[src/wema_pkg.sv]
// Shared types, constants and the saturating-increment helper of the weighted-error medium arbiter.
package wema_pkg;

   // Number of error fields carried by one request transfer.
   localparam int unsigned ERR_FIELDS = 4;

   typedef logic signed [15:0] error_type;
   typedef logic        [15:0] weight_type;
   typedef logic        [15:0] mag_type;
   typedef logic        [31:0] score_type;
   typedef logic        [31:0] count_type;
   typedef logic        [14:0] peak_type;
   typedef logic        [2:0]  active_type;
   typedef logic        [1:0]  node_type;
   typedef logic        [ERR_FIELDS-1:0] mask_type;

   // Register indexes of the configuration port.
   typedef enum logic [2:0] {
      CSR_NODE_COUNT = 3'd0,
      CSR_WEIGHT_0   = 3'd1,
      CSR_WEIGHT_1   = 3'd2,
      CSR_WEIGHT_2   = 3'd3,
      CSR_WEIGHT_3   = 3'd4
   } csr_index_type;

   localparam active_type NODE_COUNT_RESET = 3'd4;
   localparam weight_type WEIGHT_RESET     = 16'd256;
   localparam count_type  CNT_MAX          = 32'hFFFF_FFFF;

   // Increment that holds at the all-ones value.
   function automatic count_type sat_inc(input count_type value);
      return (value == CNT_MAX) ? value : value + 32'd1;
   endfunction

endpackage

[src/wema_req_if.sv]
// Request channel: one contention round per transfer.
interface wema_req_if import wema_pkg::*; ();
   logic       valid;
   logic       ready;
   active_type active_count;
   node_type   query_node;
   error_type  error_0;
   error_type  error_1;
   error_type  error_2;
   error_type  error_3;

   modport source (output valid, active_count, query_node, error_0, error_1, error_2, error_3,
                   input ready);
   modport sink   (input valid, active_count, query_node, error_0, error_1, error_2, error_3,
                   output ready);
endinterface

[src/wema_rsp_if.sv]
// Response channel: winner and statistics of one round.
interface wema_rsp_if import wema_pkg::*; ();
   logic      valid;
   logic      ready;
   node_type  winner;
   logic      winner_valid;
   count_type win_count;
   count_type discard_count;
   count_type round_total;
   peak_type  peak_error;

   modport source (output valid, winner, winner_valid, win_count, discard_count,
                   round_total, peak_error,
                   input ready);
   modport sink   (input valid, winner, winner_valid, win_count, discard_count,
                   round_total, peak_error,
                   output ready);
endinterface

[src/weighted_error_medium_arbiter_top.sv]
// Weighted-error medium arbiter: single-pass round logic with APB-style register port.
//
// The arbiter accepts one request transfer every clock cycle while the response side
// is not stalled and returns exactly one response transfer per request. The request is
// held in an input register; from there one pass of combinational logic forms the four
// weight-times-magnitude scores (one 16x16 multiplier per node) and the active mask,
// picks the lowest-indexed highest score, and works out the saturating win, discard
// and round counters and the error peak, which are written together with the response
// register at the next edge. A request passes through the input register and then the
// response register before its response is presented, and the response completes at a
// clock edge when the response side is ready. The counter and peak update is the only
// path that feeds back on itself, and it allows a throughput of one round per cycle
// while the response side is not stalled. A stall on the response side backs up into
// the input register without losing a transfer. Registers: node_count at byte address 0,
// weight_0..weight_3 at 4..16; writes to other addresses are dropped and read as zero.
module weighted_error_medium_arbiter_top
   import wema_pkg::*;
#(
   parameter int unsigned NODES = 4
) (
   input  logic        clock,
   input  logic        reset,
   wema_req_if.sink    req,
   wema_rsp_if.source  rsp,
   input  logic        csr_psel,
   input  logic        csr_penable,
   input  logic        csr_pwrite,
   input  logic [4:0]  csr_paddr,
   input  logic [31:0] csr_pwdata,
   output logic [31:0] csr_prdata,
   output logic        csr_pready
);

   // Nodes that can ever contend: limited by the storage and by the error fields.
   localparam int unsigned CNT_NODES = (NODES < ERR_FIELDS) ? NODES : ERR_FIELDS;
   localparam active_type  LIM_MAX   = active_type'(CNT_NODES);

   // Configuration registers.
   active_type node_count_ff;
   weight_type weight_ff [ERR_FIELDS];
   logic       csr_write;
   csr_index_type csr_index;

   // Input register.
   logic       s1_valid_ff;
   active_type s1_active_ff;
   node_type   s1_query_ff;
   error_type  s1_error_ff [ERR_FIELDS];

   // Response register.
   logic       out_valid_ff;
   node_type   out_winner_ff;
   logic       out_winner_valid_ff;
   count_type  out_win_ff;
   count_type  out_discard_ff;
   count_type  out_round_ff;
   peak_type   out_peak_ff;

   // Arbiter state.
   count_type  win_counts_ff     [CNT_NODES];
   count_type  discard_counts_ff [CNT_NODES];
   count_type  round_count_ff;
   peak_type   peak_seen_ff;

   // Flow control.
   logic out_free;
   logic s1_free;
   logic s1_move;
   logic req_take;

   // Scores of the held round.
   active_type lim;
   active_type active_clip;
   mask_type   act_mask;
   score_type  score [ERR_FIELDS];
   peak_type   peak_cand;
   mag_type    mag;

   // Winner and updated statistics.
   logic       round;
   node_type   win;
   score_type  best;
   count_type  win_counts_in     [CNT_NODES];
   count_type  discard_counts_in [CNT_NODES];
   count_type  round_count_in;
   peak_type   peak_seen_in;
   count_type  win_sel;
   count_type  discard_sel;

   // Register port: writes complete in the access phase, reads are combinational.
   assign csr_pready = 1'b1;
   assign csr_write  = csr_psel && csr_penable && csr_pwrite && csr_pready;
   assign csr_index  = csr_index_type'(csr_paddr[4:2]);

   always_ff @(posedge clock) begin
      if (reset) begin
         node_count_ff <= NODE_COUNT_RESET;
         for (int i = 0; i < ERR_FIELDS; i++) begin
            weight_ff[i] <= WEIGHT_RESET;
         end
      end else if (csr_write) begin
         unique case (csr_index)
            CSR_NODE_COUNT: node_count_ff <= csr_pwdata[2:0];
            CSR_WEIGHT_0:   weight_ff[0]  <= csr_pwdata[15:0];
            CSR_WEIGHT_1:   weight_ff[1]  <= csr_pwdata[15:0];
            CSR_WEIGHT_2:   weight_ff[2]  <= csr_pwdata[15:0];
            CSR_WEIGHT_3:   weight_ff[3]  <= csr_pwdata[15:0];
            default: ;
         endcase
      end
   end

   always_comb begin
      unique case (csr_index)
         CSR_NODE_COUNT: csr_prdata = {29'd0, node_count_ff};
         CSR_WEIGHT_0:   csr_prdata = {16'd0, weight_ff[0]};
         CSR_WEIGHT_1:   csr_prdata = {16'd0, weight_ff[1]};
         CSR_WEIGHT_2:   csr_prdata = {16'd0, weight_ff[2]};
         CSR_WEIGHT_3:   csr_prdata = {16'd0, weight_ff[3]};
         default:        csr_prdata = 32'd0;
      endcase
   end

   // The held round moves on when the response register is empty or emptying.
   assign out_free  = !out_valid_ff || rsp.ready;
   assign s1_move   = s1_valid_ff && out_free;
   assign s1_free   = !s1_valid_ff || out_free;
   assign req.ready = s1_free;
   assign req_take  = req.valid && s1_free;

   // Input register: hold the request.
   always_ff @(posedge clock) begin
      if (reset) begin
         s1_valid_ff <= 1'b0;
      end else if (s1_free) begin
         s1_valid_ff <= req.valid;
      end
   end

   always_ff @(posedge clock) begin
      if (req_take) begin
         s1_active_ff   <= req.active_count;
         s1_query_ff    <= req.query_node;
         s1_error_ff[0] <= req.error_0;
         s1_error_ff[1] <= req.error_1;
         s1_error_ff[2] <= req.error_2;
         s1_error_ff[3] <= req.error_3;
      end
   end

   // Clip the active count, then score every node and find the nonnegative peak.
   always_comb begin
      if (node_count_ff == 3'd0) begin
         lim = 3'd1;
      end else if (node_count_ff > LIM_MAX) begin
         lim = LIM_MAX;
      end else begin
         lim = node_count_ff;
      end
      active_clip = (s1_active_ff > lim) ? lim : s1_active_ff;
      peak_cand   = '0;
      mag         = '0;
      for (int i = 0; i < ERR_FIELDS; i++) begin
         act_mask[i] = active_type'(i) < active_clip;
         // The magnitude of the most negative error still fits in 16 unsigned bits.
         mag         = s1_error_ff[i][15] ? mag_type'(-s1_error_ff[i])
                                          : mag_type'(s1_error_ff[i]);
         score[i]    = weight_ff[i] * mag;
         if (act_mask[i] && !s1_error_ff[i][15] && (s1_error_ff[i][14:0] > peak_cand)) begin
            peak_cand = s1_error_ff[i][14:0];
         end
      end
   end

   // Pick the winner and work out the updated statistics.
   always_comb begin
      round = act_mask[0];
      win   = '0;
      best  = score[0];
      // Strictly greater keeps the lowest index on a tie.
      for (int i = 1; i < ERR_FIELDS; i++) begin
         if (act_mask[i] && (score[i] > best)) begin
            best = score[i];
            win  = node_type'(i);
         end
      end

      win_sel     = '0;
      discard_sel = '0;
      for (int i = 0; i < CNT_NODES; i++) begin
         win_counts_in[i]     = win_counts_ff[i];
         discard_counts_in[i] = discard_counts_ff[i];
         if (act_mask[i]) begin
            if (win == node_type'(i)) begin
               win_counts_in[i] = sat_inc(win_counts_ff[i]);
            end else begin
               discard_counts_in[i] = sat_inc(discard_counts_ff[i]);
            end
         end
         if (s1_query_ff == node_type'(i)) begin
            win_sel     = win_counts_in[i];
            discard_sel = discard_counts_in[i];
         end
      end

      round_count_in = round ? sat_inc(round_count_ff) : round_count_ff;
      peak_seen_in   = (peak_cand > peak_seen_ff) ? peak_cand : peak_seen_ff;
   end

   // Arbiter state advances with each round leaving the input register.
   always_ff @(posedge clock) begin
      if (reset) begin
         for (int i = 0; i < CNT_NODES; i++) begin
            win_counts_ff[i]     <= '0;
            discard_counts_ff[i] <= '0;
         end
         round_count_ff <= '0;
         peak_seen_ff   <= '0;
      end else if (s1_move) begin
         win_counts_ff     <= win_counts_in;
         discard_counts_ff <= discard_counts_in;
         round_count_ff    <= round_count_in;
         peak_seen_ff      <= peak_seen_in;
      end
   end

   // Response register.
   always_ff @(posedge clock) begin
      if (reset) begin
         out_valid_ff <= 1'b0;
      end else if (out_free) begin
         out_valid_ff <= s1_valid_ff;
      end
   end

   always_ff @(posedge clock) begin
      if (s1_move) begin
         out_winner_ff       <= win;
         out_winner_valid_ff <= round;
         out_win_ff          <= win_sel;
         out_discard_ff      <= discard_sel;
         out_round_ff        <= round_count_in;
         out_peak_ff         <= peak_seen_in;
      end
   end

   assign rsp.valid         = out_valid_ff;
   assign rsp.winner        = out_winner_ff;
   assign rsp.winner_valid  = out_winner_valid_ff;
   assign rsp.win_count     = out_win_ff;
   assign rsp.discard_count = out_discard_ff;
   assign rsp.round_total   = out_round_ff;
   assign rsp.peak_error    = out_peak_ff;

endmodule
[src/flat_wrapper.sv]
// flat-port wrapper written by rule: the top's interface ports become plain ports
module weighted_error_medium_arbiter_top_flat import wema_pkg::*;
#(
   parameter int unsigned NODES = 4
)
  (clock, reset, csr_psel, csr_penable, csr_pwrite, csr_paddr, csr_pwdata, csr_prdata, csr_pready, req_valid, req_active_count, req_query_node, req_error_0, req_error_1, req_error_2, req_error_3, req_ready, rsp_valid, rsp_winner, rsp_winner_valid, rsp_win_count, rsp_discard_count, rsp_round_total, rsp_peak_error, rsp_ready);
  wema_req_if req_i ();
  wema_rsp_if rsp_i ();
  input  logic clock;
  input  logic reset;
  input  logic csr_psel;
  input  logic csr_penable;
  input  logic csr_pwrite;
  input  logic [4:0] csr_paddr;
  input  logic [31:0] csr_pwdata;
  output logic [31:0] csr_prdata;
  output logic csr_pready;
  input wire logic [$bits(req_i.valid)-1:0] req_valid;
  input wire logic [$bits(req_i.active_count)-1:0] req_active_count;
  input wire logic [$bits(req_i.query_node)-1:0] req_query_node;
  input wire logic [$bits(req_i.error_0)-1:0] req_error_0;
  input wire logic [$bits(req_i.error_1)-1:0] req_error_1;
  input wire logic [$bits(req_i.error_2)-1:0] req_error_2;
  input wire logic [$bits(req_i.error_3)-1:0] req_error_3;
  output wire logic [$bits(req_i.ready)-1:0] req_ready;
  output wire logic [$bits(rsp_i.valid)-1:0] rsp_valid;
  output wire logic [$bits(rsp_i.winner)-1:0] rsp_winner;
  output wire logic [$bits(rsp_i.winner_valid)-1:0] rsp_winner_valid;
  output wire logic [$bits(rsp_i.win_count)-1:0] rsp_win_count;
  output wire logic [$bits(rsp_i.discard_count)-1:0] rsp_discard_count;
  output wire logic [$bits(rsp_i.round_total)-1:0] rsp_round_total;
  output wire logic [$bits(rsp_i.peak_error)-1:0] rsp_peak_error;
  input wire logic [$bits(rsp_i.ready)-1:0] rsp_ready;
  assign req_i.valid = req_valid;
  assign req_i.active_count = req_active_count;
  assign req_i.query_node = req_query_node;
  assign req_i.error_0 = req_error_0;
  assign req_i.error_1 = req_error_1;
  assign req_i.error_2 = req_error_2;
  assign req_i.error_3 = req_error_3;
  assign req_ready = req_i.ready;
  assign rsp_valid = rsp_i.valid;
  assign rsp_winner = rsp_i.winner;
  assign rsp_winner_valid = rsp_i.winner_valid;
  assign rsp_win_count = rsp_i.win_count;
  assign rsp_discard_count = rsp_i.discard_count;
  assign rsp_round_total = rsp_i.round_total;
  assign rsp_peak_error = rsp_i.peak_error;
  assign rsp_i.ready = rsp_ready;
  weighted_error_medium_arbiter_top #(.NODES(NODES)) u_core (.clock(clock), .reset(reset), .req(req_i), .rsp(rsp_i), .csr_psel(csr_psel), .csr_penable(csr_penable), .csr_pwrite(csr_pwrite), .csr_paddr(csr_paddr), .csr_pwdata(csr_pwdata), .csr_prdata(csr_prdata), .csr_pready(csr_pready));
endmodule
[config.mk]
export PLATFORM = sky130hd
export DESIGN_NAME = weighted_error_medium_arbiter_top_flat
export DESIGN_NICKNAME = d
export VERILOG_FILES = /design/src/wema_pkg.sv /design/src/wema_req_if.sv /design/src/wema_rsp_if.sv /design/src/weighted_error_medium_arbiter_top.sv /design/src/flat_wrapper.sv
export SDC_FILE = /design/constraint.sdc
export NUM_CORES = 2
export LEC_CHECK = 0
export ABC_AREA = 1
export BUFFER_PORTS_ARGS = -buffer_cell sky130_fd_sc_hd__buf_2
export CAP_MARGIN = 20
export CORE_AREA = 2 2 349 351
export DETAILED_ROUTE_END_ITERATION = 12
export DIE_AREA = 0 0 351 353
export PLACE_DENSITY_LB_ADDON = 0.3
export SYNTH_ARGS = -nofsm -noshare
export SYNTH_HDL_FRONTEND = slang
export SYNTH_SLANG_ARGS = --single-unit
[constraint.sdc]
create_clock -name clock -period 17.4 [get_ports clock]
set_input_delay 3.48 -clock clock [delete_from_list [all_inputs] [get_ports clock]]
set_output_delay 3.48 -clock clock [all_outputs]
set_load 0.03 [all_outputs]
Word level (Yosys, flattened, before mapping)
Memories as Yosys holds them, arrays and structs flattened.
Index checks and enable logic that the tools add are counted.
{"block": "totals", "register_bits": 427, "output_inout_bits": 149, "wordCells": 181, "in_bits": 113, "mem_bits_rw": 128, "n_memories": 2}
{"block": "op_classes", "n_lt_le_gt_ge": 14, "mux": 76, "bitwise": 4, "n_addsub": 13, "reduce_logical": 28, "mul": 4, "eq_ne": 19}
{"memory": "u_core.s1_error_ff", "depth": 4, "width": 16, "rd": 4, "rd_ports_with_merged_regs": 0, "write_ports": 4, "line": "weighted_error_medium_arbiter_top.sv:48", "rtl": "error_type s1_error_ff [ERR_FIELDS];"}
{"memory": "u_core.weight_ff", "depth": 4, "width": 16, "rd": 4, "rd_ports_with_merged_regs": 0, "write_ports": 4, "line": "weighted_error_medium_arbiter_top.sv:40", "rtl": "weight_type weight_ff [ERR_FIELDS];"}
{"operator": "2-to-1 mux 32 bit", "n": 36}
{"operator": "adder 32 x 1 -> 32 bit (second input constant)", "n": 9}
{"operator": "== test 32 bit (second input constant)", "n": 9}
{"operator": "multiplier 16 x 16 -> 32 bit", "n": 4}
{"operator": "2-to-1 mux 16 bit", "n": 8}
{"operator": "greater-than comparator 32 bit", "n": 3}
{"operator": "case mux 16 bit (5 select lines)", "n": 1}
{"operator": "2-to-1 mux 15 bit", "n": 5}
{"operator": "negation 16 bit", "n": 4}
{"operator": "greater-than comparator 15 bit", "n": 4}
{"operator": "2-to-1 mux 1 bit", "n": 21}
{"operator": "greater-than comparator 15 x 1 -> 1 bit (second input constant)", "n": 1}
{"operator": "logical AND 1 bit", "n": 15}
{"operator": "2-to-1 mux 3 bit", "n": 3}
{"operator": "== test 2 bit (second input constant)", "n": 4}
{"operator": "== test 3 x 2 -> 1 bit (second input constant)", "n": 2}
{"operator": "zero test 1 bit", "n": 6}
{"operator": "zero test 3 bit", "n": 2}
{"operator": "less-than comparator 1 x 3 -> 1 bit (first input constant)", "n": 2}
{"operator": "less-than comparator 2 x 3 -> 1 bit (first input constant)", "n": 2}
{"operator": "== test 2 x 1 -> 1 bit (second input constant)", "n": 2}
{"operator": "zero test 2 bit", "n": 2}
{"operator": "2-to-1 mux 2 bit", "n": 2}
{"operator": "OR 1 bit", "n": 4}
{"operator": "6 further kinds", "n": 7}

Longest topological paths before layout
{"block": "logic_depth", "word_depth": 21, "mapped_depth": 91}

Least setup slack after synthesis
No wires, ideal clock.
{"block": "synth_path", "path_kind": "reg-to-reg", "startpoint": "memory u_core.s1_error_ff[0][0] (netlist bit)", "endpoint": "register u_core.out_discard_ff[28], in the netlist u_core.rsp.discard_count[28], data pin", "t_required_ns": 17.139, "arrival_ns": 11.657, "stages_incl_launch_ff": 79, "setup_time_ns": 0.261, "slack_ns": 5.481, "synth_period_minus_slack_ns": 11.919, "cell_sequence": "edfxtp_1 -> clkbuf_1 -> inv_1 -> ha_1 -> inv_1 -> nor2_1 -> inv_1 -> nor2_1 -> inv_1 -> nor3_1 -> nand3b_1 -> nand2_1 -> inv_1 -> clkbuf_1 -> nor2_1 -> fa_1 -> inv_1 -> fa_1 -> (+43 left out) -> buf_1 -> o21ai_0 -> ha_1 -> nand2_1 -> nor2_1 -> nand4_1 -> nor4_1 -> nand2_1 -> nand2_1 -> nand3_1 -> nand2_1 -> buf_2 -> clkbuf_1 -> nand3_1 -> xor2_1 -> nand2_1 -> nand2_1 -> nand3b_1"}
{"element": "start, declared", "line": "weighted_error_medium_arbiter_top.sv:48"}
{"element": "end signal, assigned", "line": "weighted_error_medium_arbiter_top.sv:241", "rtl": "out_discard_ff <= discard_sel;"}
{"element": "end, declared", "line": "weighted_error_medium_arbiter_top.sv:55", "rtl": "count_type out_discard_ff;"}

==> qor.csv <==
metric,value,unit
Cells after DPL,11434,
Avg Inst Size Synth,7.27,um2
HPWL Detailed,190,mm
CP endpoint,u_core.rsp.win_count[2],
Area Growth Syn to Fin,6.53,%
clock skew,0.0194,ns
Die ar.,0.124,mm2
Area contributors post-synth,"fa_1, nand2_1, edfxtp_1",
drt pass-1 iters,9,
number of synthesis warnings,0,
first-pass GRT wire length,366,mm
Antenna Violating Nets Remaining,0,
First DRT Iteration DRCs,6435,
drt wl/cell,20.6,um
# fillers,11068,
H-tree depth,2,
worst r2r src,u_core.s1_error_ff[0][0],
Critical Path Fanout Max,58,
crit path max-delay cell type,edfxtp_1,
"Hold Vio Cnt, Final",0,
Via-to-Cell Ratio,5.72,
GRT overflow,0,
core area,0.121,mm2
Tcrit/Tclk final,0.936,
setup tns final,0,ns
# hold bufs at CTS,0,
Buffers on Ports,226,
Rel. slew slack,0.274,
max-cap violations,0,
depth of the most critical reg-to-reg path,74,
final core occ,0.631,
RR Endpoint,u_core.rsp.win_count[2],
CP required,17.78,ns
Synth top cells by count,"nand2_1, inv_1, nor2_1",
worst min path class,reg -> reg,
vias in the first global route,64778,
Worst-Margin Slew,1.09,ns
Worst Setup Path Type,reg -> reg,
clock root buffer,clkbuf_16,
most frequent cell after synthesis,nand2_1,
Cell variety after synth,62,
Die Wd,351,um
"EDFF count, synth",247,
antenna violations before repair,9,
largest net degree at the start of global routing,126,
multi-input logic area,0.0490,mm2
Final min period,16.28,ns
CTS Buffer Depth,3,
DRC Markers,0,
Initial Util,0.592,
CP peak stage delay,0.74,ns
placer congestion estimate,1.03,
CTS tree,built,
Worst EP arrival,16.66,ns
synthesized instance count,9819,
Non-Filler Instances,11547,
status,"complete, no violations",
grt met2 use,0.609,
"flops & latches, synth",555,
Ports,262,
layer with the highest usage,met2,
Synth area leader,fa_1,
clock transition at the registers of the reported paths,0.08,ns
routed via count,66094,
crit path launch type,register,
synthesized area,0.0714,mm2
RSZ-0062 raised after global routing,false,
share of the synthesized area in the top cell type,0.217,
grt met1 use,0.486,
Hold WS,0.523,ns
# setup viols final,0,
row cnt,128,
gr usage total,0.383,
Setup crit end kind,register,
Worst Setup SP,u_core.s1_error_ff[0][0],
FF/Latch Area,0.0136,mm2
Nets,11345,
WL final,238,mm
"Slew Viols, Final",0,
flop2flop setup slack,1.12,ns
sequential area share after synthesis,0.190,
proportion of layout cells with a drive suffix above 1,0.0515,
clock latency on the worst-skew pair,0.66,ns
CTS Sinks,555,
Die H,353,um
Num CTS Buffers,58,
Synth async-reset ratio,0,
met3 Use GR,0.0659,
maximum clock frequency,0.0614,GHz
main flop type after synthesis,dfxtp_1,
"most used cell, CP",nand2_1,
## worst max-delay path: cells and delay by family (launching register included)
family,cells,cell delay [ns]
compound gates,8,1.60
fa+ha+maj,11,4.48
flops,1,0.74
buf+inv,12,1.79
xor+xnor,3,0.79
simple gates,40,6.54
## area by class of cell
type / instances / share of cell area
sequential: 555 / 0.179
tap: 1625 / 0.0267
antenna: 1 / 0.0000329
clock buffer: 69 / 0.0209
multi-input combinational: 6928 / 0.644
timing repair buffer: 323 / 0.0247
clock inverter: 41 / 0.00630
inverter: 2005 / 0.0990
## per-layer routing
layer	wire [um]	part of all wire	up-vias
li1	-	-	30611
met4	18000	0.076	10
met3	22300	0.094	723
met1	90600	0.38	31571
met2	107000	0.45	3179
met5	70	0.00029	-
## registers in the layout, summed over array words and instances (netlist names), 3 cells and up
signal,count
u_core.s1_active_ff,3
u_core.win_counts_ff,128
u_core.rsp.peak_error,15
u_core.rsp.win_count,32
u_core.s1_error_ff,64
u_core.rsp.discard_count,32
u_core.peak_seen_ff,15
u_core.rsp.round_total,32
u_core.discard_counts_ff,128
u_core.node_count_ff,3
u_core.round_count_ff,32
u_core.weight_ff,64
## cell usage in the layout (no fill, tap or decap), types with 11 or more instances in the layout
cell type / Yosys / layout
nand4_1: 141 / 141
fa_1: 776 / 776
dfxtp_1: 308 / 308
nand3_1: 277 / 277
inv_1: 1975 / 1973
nand2_1: 2263 / 2261
buf_4: 22 / 95
clkinvlp_4: 0 / 12
o21bai_1: 11 / 11
o21ai_1: 92 / 96
a221o_1: 13 / 13
o22ai_1: 16 / 16
a21oi_1: 479 / 479
edfxtp_1: 247 / 247
nand3b_1: 12 / 12
nor4_1: 77 / 74
o21ai_2: 11 / 11
conb_1: 2 / 17
xor2_1: 310 / 308
or2_2: 30 / 30
buf_2: 21 / 226
inv_2: 10 / 11
o21ai_0: 515 / 511
xnor2_1: 48 / 48
o211ai_1: 30 / 30
nor3_1: 190 / 190
a31oi_1: 14 / 14
nor2_1: 926 / 923
clkinv_1: 20 / 20
ha_1: 585 / 585
clkbuf_16: 0 / 61
## how the worst min path moves through the flow
stage	from	to	slack, ns	depth (start not counted)
after floorplan	u_core.discard_counts_ff[6]	u_core.discard_counts_ff[6]	0.47	2
after global placement	u_core.discard_counts_ff[6]	u_core.discard_counts_ff[6]	0.49	2
after detailed placement	u_core.discard_counts_ff[6]	u_core.discard_counts_ff[6]	0.51	2
after CTS	u_core.discard_counts_ff[6]	u_core.discard_counts_ff[6]	0.52	2
after global routing	u_core.discard_counts_ff[6]	u_core.discard_counts_ff[6]	0.56	2
final	u_core.discard_counts_ff[4]	u_core.discard_counts_ff[4]	0.52	2
## repair_timing
| item | in CTS | in global routing |
|---|---|---|
| endpoints found under the setup margin | 0 | 7 |
| setup buffers | 0 | 0 |
| gates resized for setup | 0 | 1 |
## metrics by stage
step / instance area [um2] / setup WS (ns)
6_report: 76100 / 1.12
5_1_grt: 76100 / 0.320
4_1_cts: 76100 / 1.19
3_5_place_dp: 74000 / 1.28
3_3_place_gp: 74000 / 1.43
2_1_floorplan: 71500 / 5.48
## kinds of logic after synthesis
kind of cell | after synthesis | share of synthesized area
and+or+nand+nor | 3954 | 0.228
buffers and inverters | 2351 | 0.126
adders and majority gates | 1361 | 0.320
AOI/OAI and AO/OA | 1238 | 0.0926
DFF | 555 | 0.190
xor gates and xnor gates | 358 | 0.0439
other | 2 | 0.000105
Power is left out: the tool's default activity adds up to more than one toggle a clock period on the data nets, which glitch-free logic cannot reach.
